--- src/rtl/hgcd_pkg.sv ---
package hgcd_pkg;

   localparam int ANGLE_FRAC_BITS = 28;
   localparam int DIST_FRAC_BITS  = 16;

   localparam int LAT_W    = 30;
   localparam int LON_W    = 31;
   localparam int DIST_W   = 34;
   localparam int RADIUS_W = 16;

   localparam logic [RADIUS_W-1:0] RADIUS_RESET = 16'd6371;
   localparam logic                REG_SPHERE_RADIUS = 1'b0;

   localparam logic [31:0] Q_ONE       = 32'h4000_0000;
   localparam logic [31:0] INV_PI_Q31  = 32'd683565276;
   localparam logic [31:0] PI_Q30      = 32'd3373259426;
   localparam logic [30:0] TAN_PI8_Q30 = 31'd444758426;
   localparam logic [31:0] PI4_Q30     = 32'd843314857;
   localparam logic [31:0] PI2_Q30     = 32'd1686629713;

   localparam int COS_STEPS  = 6;
   localparam int ATAN_STEPS = 11;
   localparam int SQRT_BITS  = 31;
   localparam int DIV_BITS   = 31;

   // Horner divisors as reciprocals: floor(n/d) = (n*R) >> S for n < 2^31
   localparam int COS_TC_SH [COS_STEPS] = '{39, 38, 37, 36, 35, 32};
   localparam logic [31:0] COS_TC_RCP [COS_STEPS] = '{
      32'(((64'd1 << 39) + 64'd131) / 64'd132),
      32'(((64'd1 << 38) + 64'd89) / 64'd90),
      32'(((64'd1 << 37) + 64'd55) / 64'd56),
      32'(((64'd1 << 36) + 64'd29) / 64'd30),
      32'(((64'd1 << 35) + 64'd11) / 64'd12),
      32'(((64'd1 << 32) + 64'd1) / 64'd2)};
   localparam int COS_TS_SH [COS_STEPS] = '{39, 38, 38, 37, 36, 34};
   localparam logic [31:0] COS_TS_RCP [COS_STEPS] = '{
      32'(((64'd1 << 39) + 64'd155) / 64'd156),
      32'(((64'd1 << 38) + 64'd109) / 64'd110),
      32'(((64'd1 << 38) + 64'd71) / 64'd72),
      32'(((64'd1 << 37) + 64'd41) / 64'd42),
      32'(((64'd1 << 36) + 64'd19) / 64'd20),
      32'(((64'd1 << 34) + 64'd5) / 64'd6)};

   // 1/(2k+1) in Q1.30, indexed by k
   localparam logic [30:0] ATAN_INV [ATAN_STEPS] = '{
      31'(64'h4000_0000 / 64'd1),  31'(64'h4000_0000 / 64'd3),
      31'(64'h4000_0000 / 64'd5),  31'(64'h4000_0000 / 64'd7),
      31'(64'h4000_0000 / 64'd9),  31'(64'h4000_0000 / 64'd11),
      31'(64'h4000_0000 / 64'd13), 31'(64'h4000_0000 / 64'd15),
      31'(64'h4000_0000 / 64'd17), 31'(64'h4000_0000 / 64'd19),
      31'(64'h4000_0000 / 64'd21)};
   localparam logic [30:0] ATAN_INIT = 31'(64'h4000_0000 / 64'd23);

   typedef struct packed {
      logic        swap;
      logic        zero;
      logic        big;
      logic [30:0] z;
   } atan_side_type;

   // (a*b) >> 30, rounded half away from zero
   function automatic logic signed [33:0] smul_q30(input logic signed [32:0] a,
                                                   input logic signed [32:0] b);
      logic [31:0] ma;
      logic [31:0] mb;
      logic [63:0] p;
      logic [33:0] m;
      ma = a[32] ? 32'(-a) : 32'(a);
      mb = b[32] ? 32'(-b) : 32'(b);
      p  = 64'(ma) * 64'(mb) + (64'd1 << 29);
      m  = 34'(p >> 30);
      return (a[32] ^ b[32]) ? -signed'(m) : signed'(m);
   endfunction

   // radians (ANGLE_FRAC_BITS) to 2^-32 turn
   function automatic logic [31:0] to_phase(input logic signed [31:0] v);
      logic [31:0] m;
      logic [63:0] p;
      logic [31:0] ph;
      m  = v[31] ? 32'(-v) : 32'(v);
      p  = 64'(m) * 64'(INV_PI_Q31) + (64'd1 << (ANGLE_FRAC_BITS - 1));
      ph = 32'(p >> ANGLE_FRAC_BITS);
      return v[31] ? 32'(-ph) : ph;
   endfunction

endpackage

--- src/rtl/hgcd_sqrt.sv ---
module hgcd_sqrt (
   input  logic        clock,
   input  logic        reset,
   input  logic        in_valid,
   input  logic [30:0] radicand,
   output logic        out_valid,
   output logic [30:0] root
);
   import hgcd_pkg::*;

   // floor(sqrt(radicand * 2^30)), one root bit per stage
   logic [30:0] root_ff [SQRT_BITS];
   logic [60:0] rem_ff  [SQRT_BITS];
   logic        v_ff    [SQRT_BITS];

   for (genvar j = 0; j < SQRT_BITS; j++) begin : g_bit
      localparam int BIT = SQRT_BITS - 1 - j;
      logic [30:0] root_prev;
      logic [60:0] rem_prev;
      logic        v_prev;
      logic [62:0] trial_in;
      logic        ge_in;

      if (j == 0) begin : g_first
         assign root_prev = '0;
         assign rem_prev  = {radicand, 30'd0};
         assign v_prev    = in_valid;
      end else begin : g_next
         assign root_prev = root_ff[j-1];
         assign rem_prev  = rem_ff[j-1];
         assign v_prev    = v_ff[j-1];
      end

      assign trial_in = (63'(root_prev) << (BIT + 1)) + (63'd1 << (2 * BIT));
      assign ge_in    = 63'(rem_prev) >= trial_in;

      always_ff @(posedge clock) begin
         if (reset) begin
            v_ff[j] <= 1'b0;
         end else begin
            v_ff[j] <= v_prev;
         end
      end

      always_ff @(posedge clock) begin
         rem_ff[j]  <= ge_in ? 61'(63'(rem_prev) - trial_in) : rem_prev;
         root_ff[j] <= ge_in ? (root_prev | (31'd1 << BIT)) : root_prev;
      end
   end

   assign out_valid = v_ff[SQRT_BITS-1];
   assign root      = root_ff[SQRT_BITS-1];

endmodule

--- config.mk ---
export PLATFORM = sky130hd
export DESIGN_NAME = hgcd_sqrt
export DESIGN_NICKNAME = d
export VERILOG_FILES = /design/src/rtl/hgcd_pkg.sv /design/src/rtl/hgcd_sqrt.sv
export SDC_FILE = /design/constraint.sdc
export NUM_CORES = 2
export LEC_CHECK = 0
export ABC_CLOCK_PERIOD_IN_PS = 3500
export BUFFER_PORTS_ARGS = -buffer_cell sky130_fd_sc_hd__buf_4
export CAP_MARGIN = 0
export CORE_ASPECT_RATIO = 0.8
export CORE_MARGIN = 2
export CORE_UTILIZATION = 55
export DETAILED_ROUTE_END_ITERATION = 8
export PLACE_DENSITY_LB_ADDON = 0.08
export SLEW_MARGIN = 20
export SYNTH_ARGS = -nofsm -noshare
export SYNTH_HDL_FRONTEND = slang
export SYNTH_SLANG_ARGS = --single-unit
--- constraint.sdc ---
create_clock -name clock -period 3.5 [get_ports clock]
set_clock_uncertainty 0.2 [all_clocks]
set_input_delay 0 -clock clock [delete_from_list [all_inputs] [get_ports clock]]
set_output_delay 0 -clock clock [all_outputs]
set_load 0.03 [all_outputs]
==> flow_summary.toml <==
[grt]
grt_usage = 0.2430
grt_pass1_wl_mm = 264.0
antenna_found_initial = 1
grt_max_degree = 46
grt_pass1_vias = 51110
overflow = 0

[logic_synthesis]
yosysSeqAreaShare = 0.4650
synthTopCellsByArea = "dfxtp_1 (46%), ha_1 (8.7%), xnor2_1 (4.7%)"
synthCells = 7609
synth_ff_type = "dfxtp_1"
yosysTopAreaCell = "dfxtp_1"
synth_area_um2 = 71170
netlist.area_leader.share = 0.4650
async_flop_share = 0
ys_warn_count = 0
synth_edf_count = 0
ys_types = 98
ys_seq_elements = 1653
syn_area_per_cell_um2 = 9.353
syn-num-nets = 8152

[timing]
finalSetupViolCount = 3
rsz0062_at_grt = "yes"
max_slew_margin = 0.5006
period_share = 1.010
fmax_mhz = 283.0
final_hold_viol_count = 0
postLayoutSetupSlackWorst_ns = -0.03386
holdWs_ns = 0.1389
drv_slew = 0
finalSetupTns_ns = -0.04304
worst-slew-pin-transition_ns = 0.7433
period_minus_slack_ns = 3.534

[route]
top_layer_used = "met4"
wl_per_cell_um = 16.42
wl_mm = 164.8
first_pass_iters = 8
viasPerCell = 5.397
drc = 0
drt-met1-wl_mm = 83.00
route.met3.wl_mm = 7.997
vias = 54160
final_antenna_net_count = 0
wl_met2_mm = 70.94
drt_iter0_drc = 3913

[clock_tree]
h-tree-depth = 4
cts_sinks = 1653
ctsRootBufferMaster = "clkbuf_16"
cts.reportedPaths.clkPinSlew_ns = 0.06
cts_buffers = 161
tritoncts = "yes"
ctsLongestPathBuffers = 3
clkLatencyLatePin_ns = 0.79

[placed_design]
io_buffers = 65
hpwlAfterDp_mm = 124.6
place.gp.congestion = 0.8884
dpl_worst_slack_ns = -0.3081
placed_cells = 9643

[finish]
areaGrowthSynthToFinish_pct = 18.11
mostFrequentLayoutCells = "dfxtp_1 (1,644), inv_1 (624), nand2_1 (574), nor2_1 (510), a21oi_1 (495)"
nets = 8705
layout_commonest_cell = "dfxtp_1"
layout-drive-gt1-share = 0.1318
n_antenna_cell = 0
finalNonFillerCells = 10040

[die]
row_count = 118
fp.dieArea_um2 = 132300
initial_utilization = 0.5521
core_region_area_um2 = 128900
die_x_um = 406.2
ios = 66
die_h_um = 325.7

[worst_setup_path]
critPathRequiredTime_ns = 3.98
critPathCaptureType = "register"
worstPathArrival_ns = 4.01
criticalPathCategory = "reg -> reg"
startpoint_type = "register"
crit_end = "rem_ff[22][19]"
worstSetupStartpoint = "rem_ff[21][49]"
rr_endpoint = "rem_ff[22][19]"
worst-r2r-setup-slack_ns = -0.03
path_max_fanout = 9
r2r_start = "rem_ff[21][49]"
r2r_cells = 9

[power]
ir_drop_v = 0.0006025
pwr_density_cell_nw_per_um2 = 786.4
p_leak_nw = 39.27
p_total_mw = 66.11

[hold_path]
hold_class = "reg -> reg"

[outcome]
outcome = "complete, but fails checks"
failed_checks = "setup timing"

[flow_run]
maxCapViolCount = 0
-- stage by stage --
| step | cell area [um2] | util |
|---|---|---|
| after floorplan | 71170 | - |
| after global routing | 84060 | 0.6522 |
| after detailed placement | 76250 | 0.5916 |
| after global placement | 76250 | 0.5916 |
| after CTS | 82800 | 0.6424 |
| final | 84060 | 0.6522 |
-- layout make-up --
class / instances / area (um2)
clock buffers: 214 / 4603
clock inverters: 83 / 925.9
fillers: 10530 / 44830
inverters: 635 / 2394
multi-input cells: 5166 / 36460
flip-flops and latches: 1653 / 33100
well taps: 1740 / 2177
repair buffers: 545 / 4395
-- logic make-up after synthesis --
logic type               Yosys count  synth area share
adder cells (fa/ha/maj)          509           0.09107
multiplexers                      72           0.01141
flip-flops                      1653            0.4650
AO/OA/AOI/OAI                   1644            0.1441
buffers and inverters            790           0.04242
XOR/XNOR                         738           0.09082
other                              1        0.00005269
AND/OR/NAND/NOR                 2202            0.1552
-- sequential cells by signal, indices dropped and copies added, names as in the netlist --
signal,cells
root_ff,496
v_ff,31
rem_ff,1126
-- cells in the mapped netlist (12+ instances only) --
master,instances
nor4_1,144
nor4b_1,27
nand4b_1,18
or4_1,56
mux2_2,53
o21ai_0,398
a21oi_1,504
a21boi_0,18
nand3b_1,31
o21ai_1,21
a31oi_1,47
nor2_1,519
nand3_1,118
a21o_1,193
nor2b_1,89
nand4_1,88
nor3_1,181
and2_1,39
dfxtp_1,1653
xnor2_1,378
a211oi_1,59
and4_1,12
xor2_1,360
nand2_1,577
ha_1,494
nor3b_1,18
clkbuf_1,133
or3_1,79
o21a_1,89
fa_1,15
nand2b_1,99
a2111oi_0,16
inv_1,626
o21bai_1,45
o2111ai_1,16
o211ai_1,35
or2_2,41
o31ai_1,59
a211o_1,19
and3_1,33
-- worst min-delay path by stage --
stage | cells after the start | to | start | slack [ns]
floorplan | 0 | rem_ff[0][30] | radicand[0] | -0.17
global placement | 1 | rem_ff[0][57] | radicand[27] | -0.1
detailed placement | 1 | rem_ff[0][57] | radicand[27] | -0.09
CTS | 3 | rem_ff[0][55] | radicand[25] | 0.11
finish | 0 | root_ff[1][456] | root_ff[1][425] | 0.14
global route | 0 | root_ff[1][456] | root_ff[1][425] | 0.15
-- repair_timing --
action	CTS	global route
gates resized for setup	67	211
hold buffers	67	0
pin swaps	16	79
hold endpoints to repair	62	0
cloned	0	2
endpoints found under the setup margin	203	443
buffers inserted	6	22
-- critical path: stages (launching register included) --
cell,delay (ns)
dfxtp_2,0.32
or4_4,0.55
nor4_4,0.18
or3b_4,0.43
or3_4,0.34
or4_4,0.51
a311oi_4,0.25
buf_6,0.18
buf_12,0.15
mux2_1,0.32
-- where the power goes --
part           leakage [nW]  switching, mW  internal [mW]
combinational          22.8           10.8           9.22
clock                  2.70           7.43           10.4
sequential             13.7           4.48           23.8
-- per-layer routing --
metal  vias to the layer above  track usage
li1                      27530            -
met1                     25260       0.3634
met2                      1157       0.3650
met3                       210      0.03604
met4                         0      0.06190
met5                         -            0
Power figures use the tool's default switching activity.
