### config.mk
export PLATFORM = sky130hd
export DESIGN_NAME = hgcd_div
export DESIGN_NICKNAME = d
export VERILOG_FILES = /design/src/rtl/hgcd_pkg.sv /design/src/rtl/hgcd_div.sv
export SDC_FILE = /design/constraint.sdc
export NUM_CORES = 2
export LEC_CHECK = 0
export CAP_MARGIN = 10
export CORE_ASPECT_RATIO = 0.7
export CORE_MARGIN = 3
export CORE_UTILIZATION = 63
export CTS_CLUSTER_SIZE = 28
export DETAILED_ROUTE_END_ITERATION = 16
export DONT_BUFFER_PORTS = 1
export MAX_ROUTING_LAYER = met4
export PLACE_DENSITY_LB_ADDON = 0.12
export SLEW_MARGIN = 25
export SYNTH_ARGS = -nofsm -noshare
export SYNTH_HDL_FRONTEND = slang
export SYNTH_SLANG_ARGS = --single-unit
### constraint.sdc
create_clock -name clock -period 3.65 [get_ports clock]
set_clock_uncertainty 0.15 [all_clocks]
set_input_delay 0.5475 -clock clock [delete_from_list [all_inputs] [get_ports clock]]
set_output_delay 0.5475 -clock clock [all_outputs]
set_load 0.01 [all_outputs]
### src/rtl/hgcd_pkg.sv
package hgcd_pkg;

   localparam int ANGLE_FRAC_BITS = 28;
   localparam int DIST_FRAC_BITS  = 16;

   localparam int LAT_W    = 30;
   localparam int LON_W    = 31;
   localparam int DIST_W   = 34;
   localparam int RADIUS_W = 16;

   localparam logic [RADIUS_W-1:0] RADIUS_RESET = 16'd6371;
   localparam logic                REG_SPHERE_RADIUS = 1'b0;

   localparam logic [31:0] Q_ONE       = 32'h4000_0000;
   localparam logic [31:0] INV_PI_Q31  = 32'd683565276;
   localparam logic [31:0] PI_Q30      = 32'd3373259426;
   localparam logic [30:0] TAN_PI8_Q30 = 31'd444758426;
   localparam logic [31:0] PI4_Q30     = 32'd843314857;
   localparam logic [31:0] PI2_Q30     = 32'd1686629713;

   localparam int COS_STEPS  = 6;
   localparam int ATAN_STEPS = 11;
   localparam int SQRT_BITS  = 31;
   localparam int DIV_BITS   = 31;

   // Horner divisors as reciprocals: floor(n/d) = (n*R) >> S for n < 2^31
   localparam int COS_TC_SH [COS_STEPS] = '{39, 38, 37, 36, 35, 32};
   localparam logic [31:0] COS_TC_RCP [COS_STEPS] = '{
      32'(((64'd1 << 39) + 64'd131) / 64'd132),
      32'(((64'd1 << 38) + 64'd89) / 64'd90),
      32'(((64'd1 << 37) + 64'd55) / 64'd56),
      32'(((64'd1 << 36) + 64'd29) / 64'd30),
      32'(((64'd1 << 35) + 64'd11) / 64'd12),
      32'(((64'd1 << 32) + 64'd1) / 64'd2)};
   localparam int COS_TS_SH [COS_STEPS] = '{39, 38, 38, 37, 36, 34};
   localparam logic [31:0] COS_TS_RCP [COS_STEPS] = '{
      32'(((64'd1 << 39) + 64'd155) / 64'd156),
      32'(((64'd1 << 38) + 64'd109) / 64'd110),
      32'(((64'd1 << 38) + 64'd71) / 64'd72),
      32'(((64'd1 << 37) + 64'd41) / 64'd42),
      32'(((64'd1 << 36) + 64'd19) / 64'd20),
      32'(((64'd1 << 34) + 64'd5) / 64'd6)};

   // 1/(2k+1) in Q1.30, indexed by k
   localparam logic [30:0] ATAN_INV [ATAN_STEPS] = '{
      31'(64'h4000_0000 / 64'd1),  31'(64'h4000_0000 / 64'd3),
      31'(64'h4000_0000 / 64'd5),  31'(64'h4000_0000 / 64'd7),
      31'(64'h4000_0000 / 64'd9),  31'(64'h4000_0000 / 64'd11),
      31'(64'h4000_0000 / 64'd13), 31'(64'h4000_0000 / 64'd15),
      31'(64'h4000_0000 / 64'd17), 31'(64'h4000_0000 / 64'd19),
      31'(64'h4000_0000 / 64'd21)};
   localparam logic [30:0] ATAN_INIT = 31'(64'h4000_0000 / 64'd23);

   typedef struct packed {
      logic        swap;
      logic        zero;
      logic        big;
      logic [30:0] z;
   } atan_side_type;

   // (a*b) >> 30, rounded half away from zero
   function automatic logic signed [33:0] smul_q30(input logic signed [32:0] a,
                                                   input logic signed [32:0] b);
      logic [31:0] ma;
      logic [31:0] mb;
      logic [63:0] p;
      logic [33:0] m;
      ma = a[32] ? 32'(-a) : 32'(a);
      mb = b[32] ? 32'(-b) : 32'(b);
      p  = 64'(ma) * 64'(mb) + (64'd1 << 29);
      m  = 34'(p >> 30);
      return (a[32] ^ b[32]) ? -signed'(m) : signed'(m);
   endfunction

   // radians (ANGLE_FRAC_BITS) to 2^-32 turn
   function automatic logic [31:0] to_phase(input logic signed [31:0] v);
      logic [31:0] m;
      logic [63:0] p;
      logic [31:0] ph;
      m  = v[31] ? 32'(-v) : 32'(v);
      p  = 64'(m) * 64'(INV_PI_Q31) + (64'd1 << (ANGLE_FRAC_BITS - 1));
      ph = 32'(p >> ANGLE_FRAC_BITS);
      return v[31] ? 32'(-ph) : ph;
   endfunction

endpackage

### src/rtl/hgcd_div.sv
module hgcd_div (
   input  logic                    clock,
   input  logic                    reset,
   input  logic                    in_valid,
   input  logic [31:0]             num,
   input  logic [31:0]             den,
   input  hgcd_pkg::atan_side_type in_side,
   output logic                    out_valid,
   output logic [30:0]             quot,
   output hgcd_pkg::atan_side_type out_side
);
   import hgcd_pkg::*;

   // floor(num * 2^30 / den) for num <= den, one quotient bit per stage
   logic [31:0]   rem_ff  [DIV_BITS];
   logic [31:0]   den_ff  [DIV_BITS];
   logic [30:0]   q_ff    [DIV_BITS];
   atan_side_type side_ff [DIV_BITS];
   logic          v_ff    [DIV_BITS];

   for (genvar j = 0; j < DIV_BITS; j++) begin : g_bit
      logic [32:0]   rin;
      logic [31:0]   den_prev;
      logic [30:0]   q_prev;
      atan_side_type side_prev;
      logic          v_prev;
      logic          ge_in;

      if (j == 0) begin : g_first
         assign rin       = {1'b0, num};
         assign den_prev  = den;
         assign q_prev    = '0;
         assign side_prev = in_side;
         assign v_prev    = in_valid;
      end else begin : g_next
         assign rin       = {rem_ff[j-1], 1'b0};
         assign den_prev  = den_ff[j-1];
         assign q_prev    = q_ff[j-1];
         assign side_prev = side_ff[j-1];
         assign v_prev    = v_ff[j-1];
      end

      assign ge_in = rin >= {1'b0, den_prev};

      always_ff @(posedge clock) begin
         if (reset) begin
            v_ff[j] <= 1'b0;
         end else begin
            v_ff[j] <= v_prev;
         end
      end

      always_ff @(posedge clock) begin
         rem_ff[j]  <= ge_in ? 32'(rin - {1'b0, den_prev}) : 32'(rin);
         den_ff[j]  <= den_prev;
         q_ff[j]    <= {q_prev[29:0], ge_in};
         side_ff[j] <= side_prev;
      end
   end

   assign out_valid = v_ff[DIV_BITS-1];
   assign quot      = q_ff[DIV_BITS-1];
   assign out_side  = side_ff[DIV_BITS-1];

endmodule

==> metrics.txt <==
Slew @ Worst Pin=0.847 ns; final critical-path share of the clock period=1.01; routed wire length per instance=20.2 um; EDFF count, synth=0; Die Wd=557 um; initial core utilization=0.638; Max-cap violations=0; vias per cell=5.75; worst slew margin relative to its limit=0.420; YS warnings=0; highest-count cells in the layout ignoring fill and taps=dfxtp_1, inv_1, ha_1, a21oi_1, nand2_1; count of cell types in the netlist=106; crit path time final=3.67 ns; worst hold-check path type=input pin to register; Die H=391 um; post-placement cell area=139,000 um2; row count=140; failing checks=setup timing; post-route design area=152,000 um2; final hold vios=0; antenna-violating nets left=0; post-synthesis sequential element count=3,501; clock input transition at the sequential cells of the worst setup and hold paths=0.07 ns; Synth Area in XOR/XNOR=0.0527; vias in the first global route=93,900; sequential share of the synthesized area=0.524; CTS HTree Levels=5; RePlAce Congestion=0.984; Tot GR Track Use=0.308; DRT Pass-1 Iters=7; Post-Synth Simple-Gate Area=0.0968; most common cell after layout, fill and taps aside=dfxtp_1; Fmax achieved=273 MHz; final routed DRC violation total=0; number of CTS-inserted buffers=308; top_reg_cell synth=dfxtp_1; Syn-to-layout area delta=13.4%; Slew Viols, Final=0; area taken by multi-input logic gates=58,300 um2; post-layout net count=14,800; die area=218,000 um2; Critical Path AT=4.27 ns; Via Count=96,000; Clock Tree Root=clkbuf_16; flop2flop setup slack=-0.02 ns; Leakage=69.0 nW; Reg-to-Reg Start=den_ff[21][5]; final worst slack=-0.0190 ns; CP Launch Point=den_ff[21][5]; Post-Syn Area=134,000 um2; status=complete, but fails checks; io pins=167; CTS tree=built; PortBufs=0; total congestion overflow=0; Synth Area in Compound Gates=0.150; Core Region=210,000 um2; first-pass GRT wire length=524 mm; Post-Synthesis Net Count=14,300; share of layout cells above drive strength 1=0.104; largest family of logic cells by synthesized area=compound AO/OA/AOI/OAI gates; Sum Neg Setup Slack=-0.0351 ns; Worst EP required=4.25 ns; Pwr per Cell Area=1050 nW/um2; mean post-synth cell area=10.1 um2; post-synthesis async set-or-reset flop share=0; initial antenna violation count=11; Worst-Skew Late Latency=0.87 ns; drt total wl=338 mm; largest net degree at the start of global routing=54; Finish-stage setup viols=3; CTS max path bufs=4; crit-path max FO=12; hold path startpoint=reset; storage element area=70,100 um2; multiplexer area fraction after synthesis=0.0343; Worst setup SP type=register; HPWL Detailed=246 mm; adder-cell area share of the yosys netlist=0.0972; # fillers=14,600; critical path type=register to register; # clock sinks=3,501; Peak VDD IR=0.654 mV; endpoint class of the critical path=register; DR iter-0 viols=9,194; Mapped Cells=13,200
-- worst max-delay path, cell delays in order, from the launching register on --
cell and delay, ns:
dfxtp_1 0.33, inv_1 0.05, ha_1 0.22, nor3_1 0.34, o2111ai_2 0.26, a2111oi_2 0.43
nor2_1 0.18, a21o_1 0.24, a221o_1 0.40, a2111oi_4 0.41, buf_12 0.20, mux2_2 0.34
-- layout make-up --
type	count	area share
Clock buffer	411	0.0570
Antenna cell	7	0.000116
Clock inverter	136	0.0128
Multi-Input combinational cell	8157	0.385
Sequential cell	3501	0.462
Inverter	1246	0.0308
Timing Repair Buffer	486	0.0294
Tap cell	2769	0.0228
-- routing by layer --
layer | share of wire | vias to the layer above | global-route usage
met5 | 0 | - | -
met4 | 0.027 | 0 | 0.0832
met3 | 0.077 | 699 | 0.0541
met2 | 0.44 | 3616 | 0.474
met1 | 0.45 | 45300 | 0.421
li1 | - | 46400 | -
-- sequential cells by signal, summed over array words and instances, names as in the netlist --
name / count
den_ff: 960
q_ff: 496
rem_ff: 960
side_ff: 1054
v_ff: 31
-- power breakdown --
| group | internal [W] | leakage, nW | total (W) | switching, W |
|---|---|---|---|---|
| clock network | 0.0192 | 5.16 | 0.0339 | 0.0147 |
| registers | 0.0482 | 29.5 | 0.0549 | 0.00662 |
| logic | 0.0312 | 34.3 | 0.0701 | 0.0389 |
-- Yosys cell counts (all sizes together) (26+ instances only) --
cell type / instances / share of area
a31oi: 91 / 0.0044
o21bai: 112 / 0.0063
mux2i: 29 / 0.0022
fa: 30 / 0.0045
o31ai: 74 / 0.0044
nor2b: 160 / 0.0075
a21oi: 986 / 0.037
a2111oi: 26 / 0.0022
or3: 42 / 0.0020
and4: 28 / 0.0018
buf: 92 / 0.0041
o21a: 140 / 0.0079
ha: 991 / 0.093
o31a: 46 / 0.0030
a41oi: 26 / 0.0018
inv: 1246 / 0.035
nand3: 209 / 0.0079
a211oi: 102 / 0.0058
and3: 91 / 0.0043
nor4: 45 / 0.0023
a21boi: 38 / 0.0021
nor2: 690 / 0.019
o21ai: 813 / 0.030
a21o: 429 / 0.024
and2: 51 / 0.0024
or2: 32 / 0.0015
nand2: 903 / 0.025
nor3: 163 / 0.0061
clkbuf: 215 / 0.0061
dfxtp: 3501 / 0.52
nand4: 162 / 0.0076
xor2: 344 / 0.023
nand2b: 100 / 0.0047
o211ai: 58 / 0.0033
mux2: 381 / 0.032
xnor2: 461 / 0.030
-- kinds of logic after synthesis --
kind of cell             count (synthesis)
AO/OA/AOI/OAI                         3180
XOR/XNOR                               805
adder cells (fa/ha/maj)               1021
buffers and inverters                 1553
flip-flops                            3501
multiplexers                           410
AND/OR/NAND/NOR                       2741
-- what timing repair did --
action	in CTS	in global routing
hold endpoints to repair	129	0
cloned	0	8
pin swaps	0	30
hold buffers	101	0
endpoints found under the setup margin	35	516
resized for setup	6	141
setup buffers	0	18
-- per-stage QoR --
stage,power [W],hold slack [ns],util,setup WS (ns),instances
CTS,0.156,0.0110,0.719,0.00978,16700
global route,0.168,0.0246,0.724,-0.129,16700
global placement,0.120,0.160,0.664,-0.142,16000
finish,0.159,0.0132,0.724,-0.0190,16700
detailed placement,0.121,0.162,0.664,-0.123,16000
floorplan,0.102,0.160,-,0.237,13200
-- final timing paths --
kind	end	cells past startpoint
worst min register to register	side_ff[18][18]	0
worst max register to register	rem_ff[1][203]	11
worst max-delay path	rem_ff[1][203]	11
worst min-delay path	v_ff[0][10]	2
(Power assumes the default switching activity.)
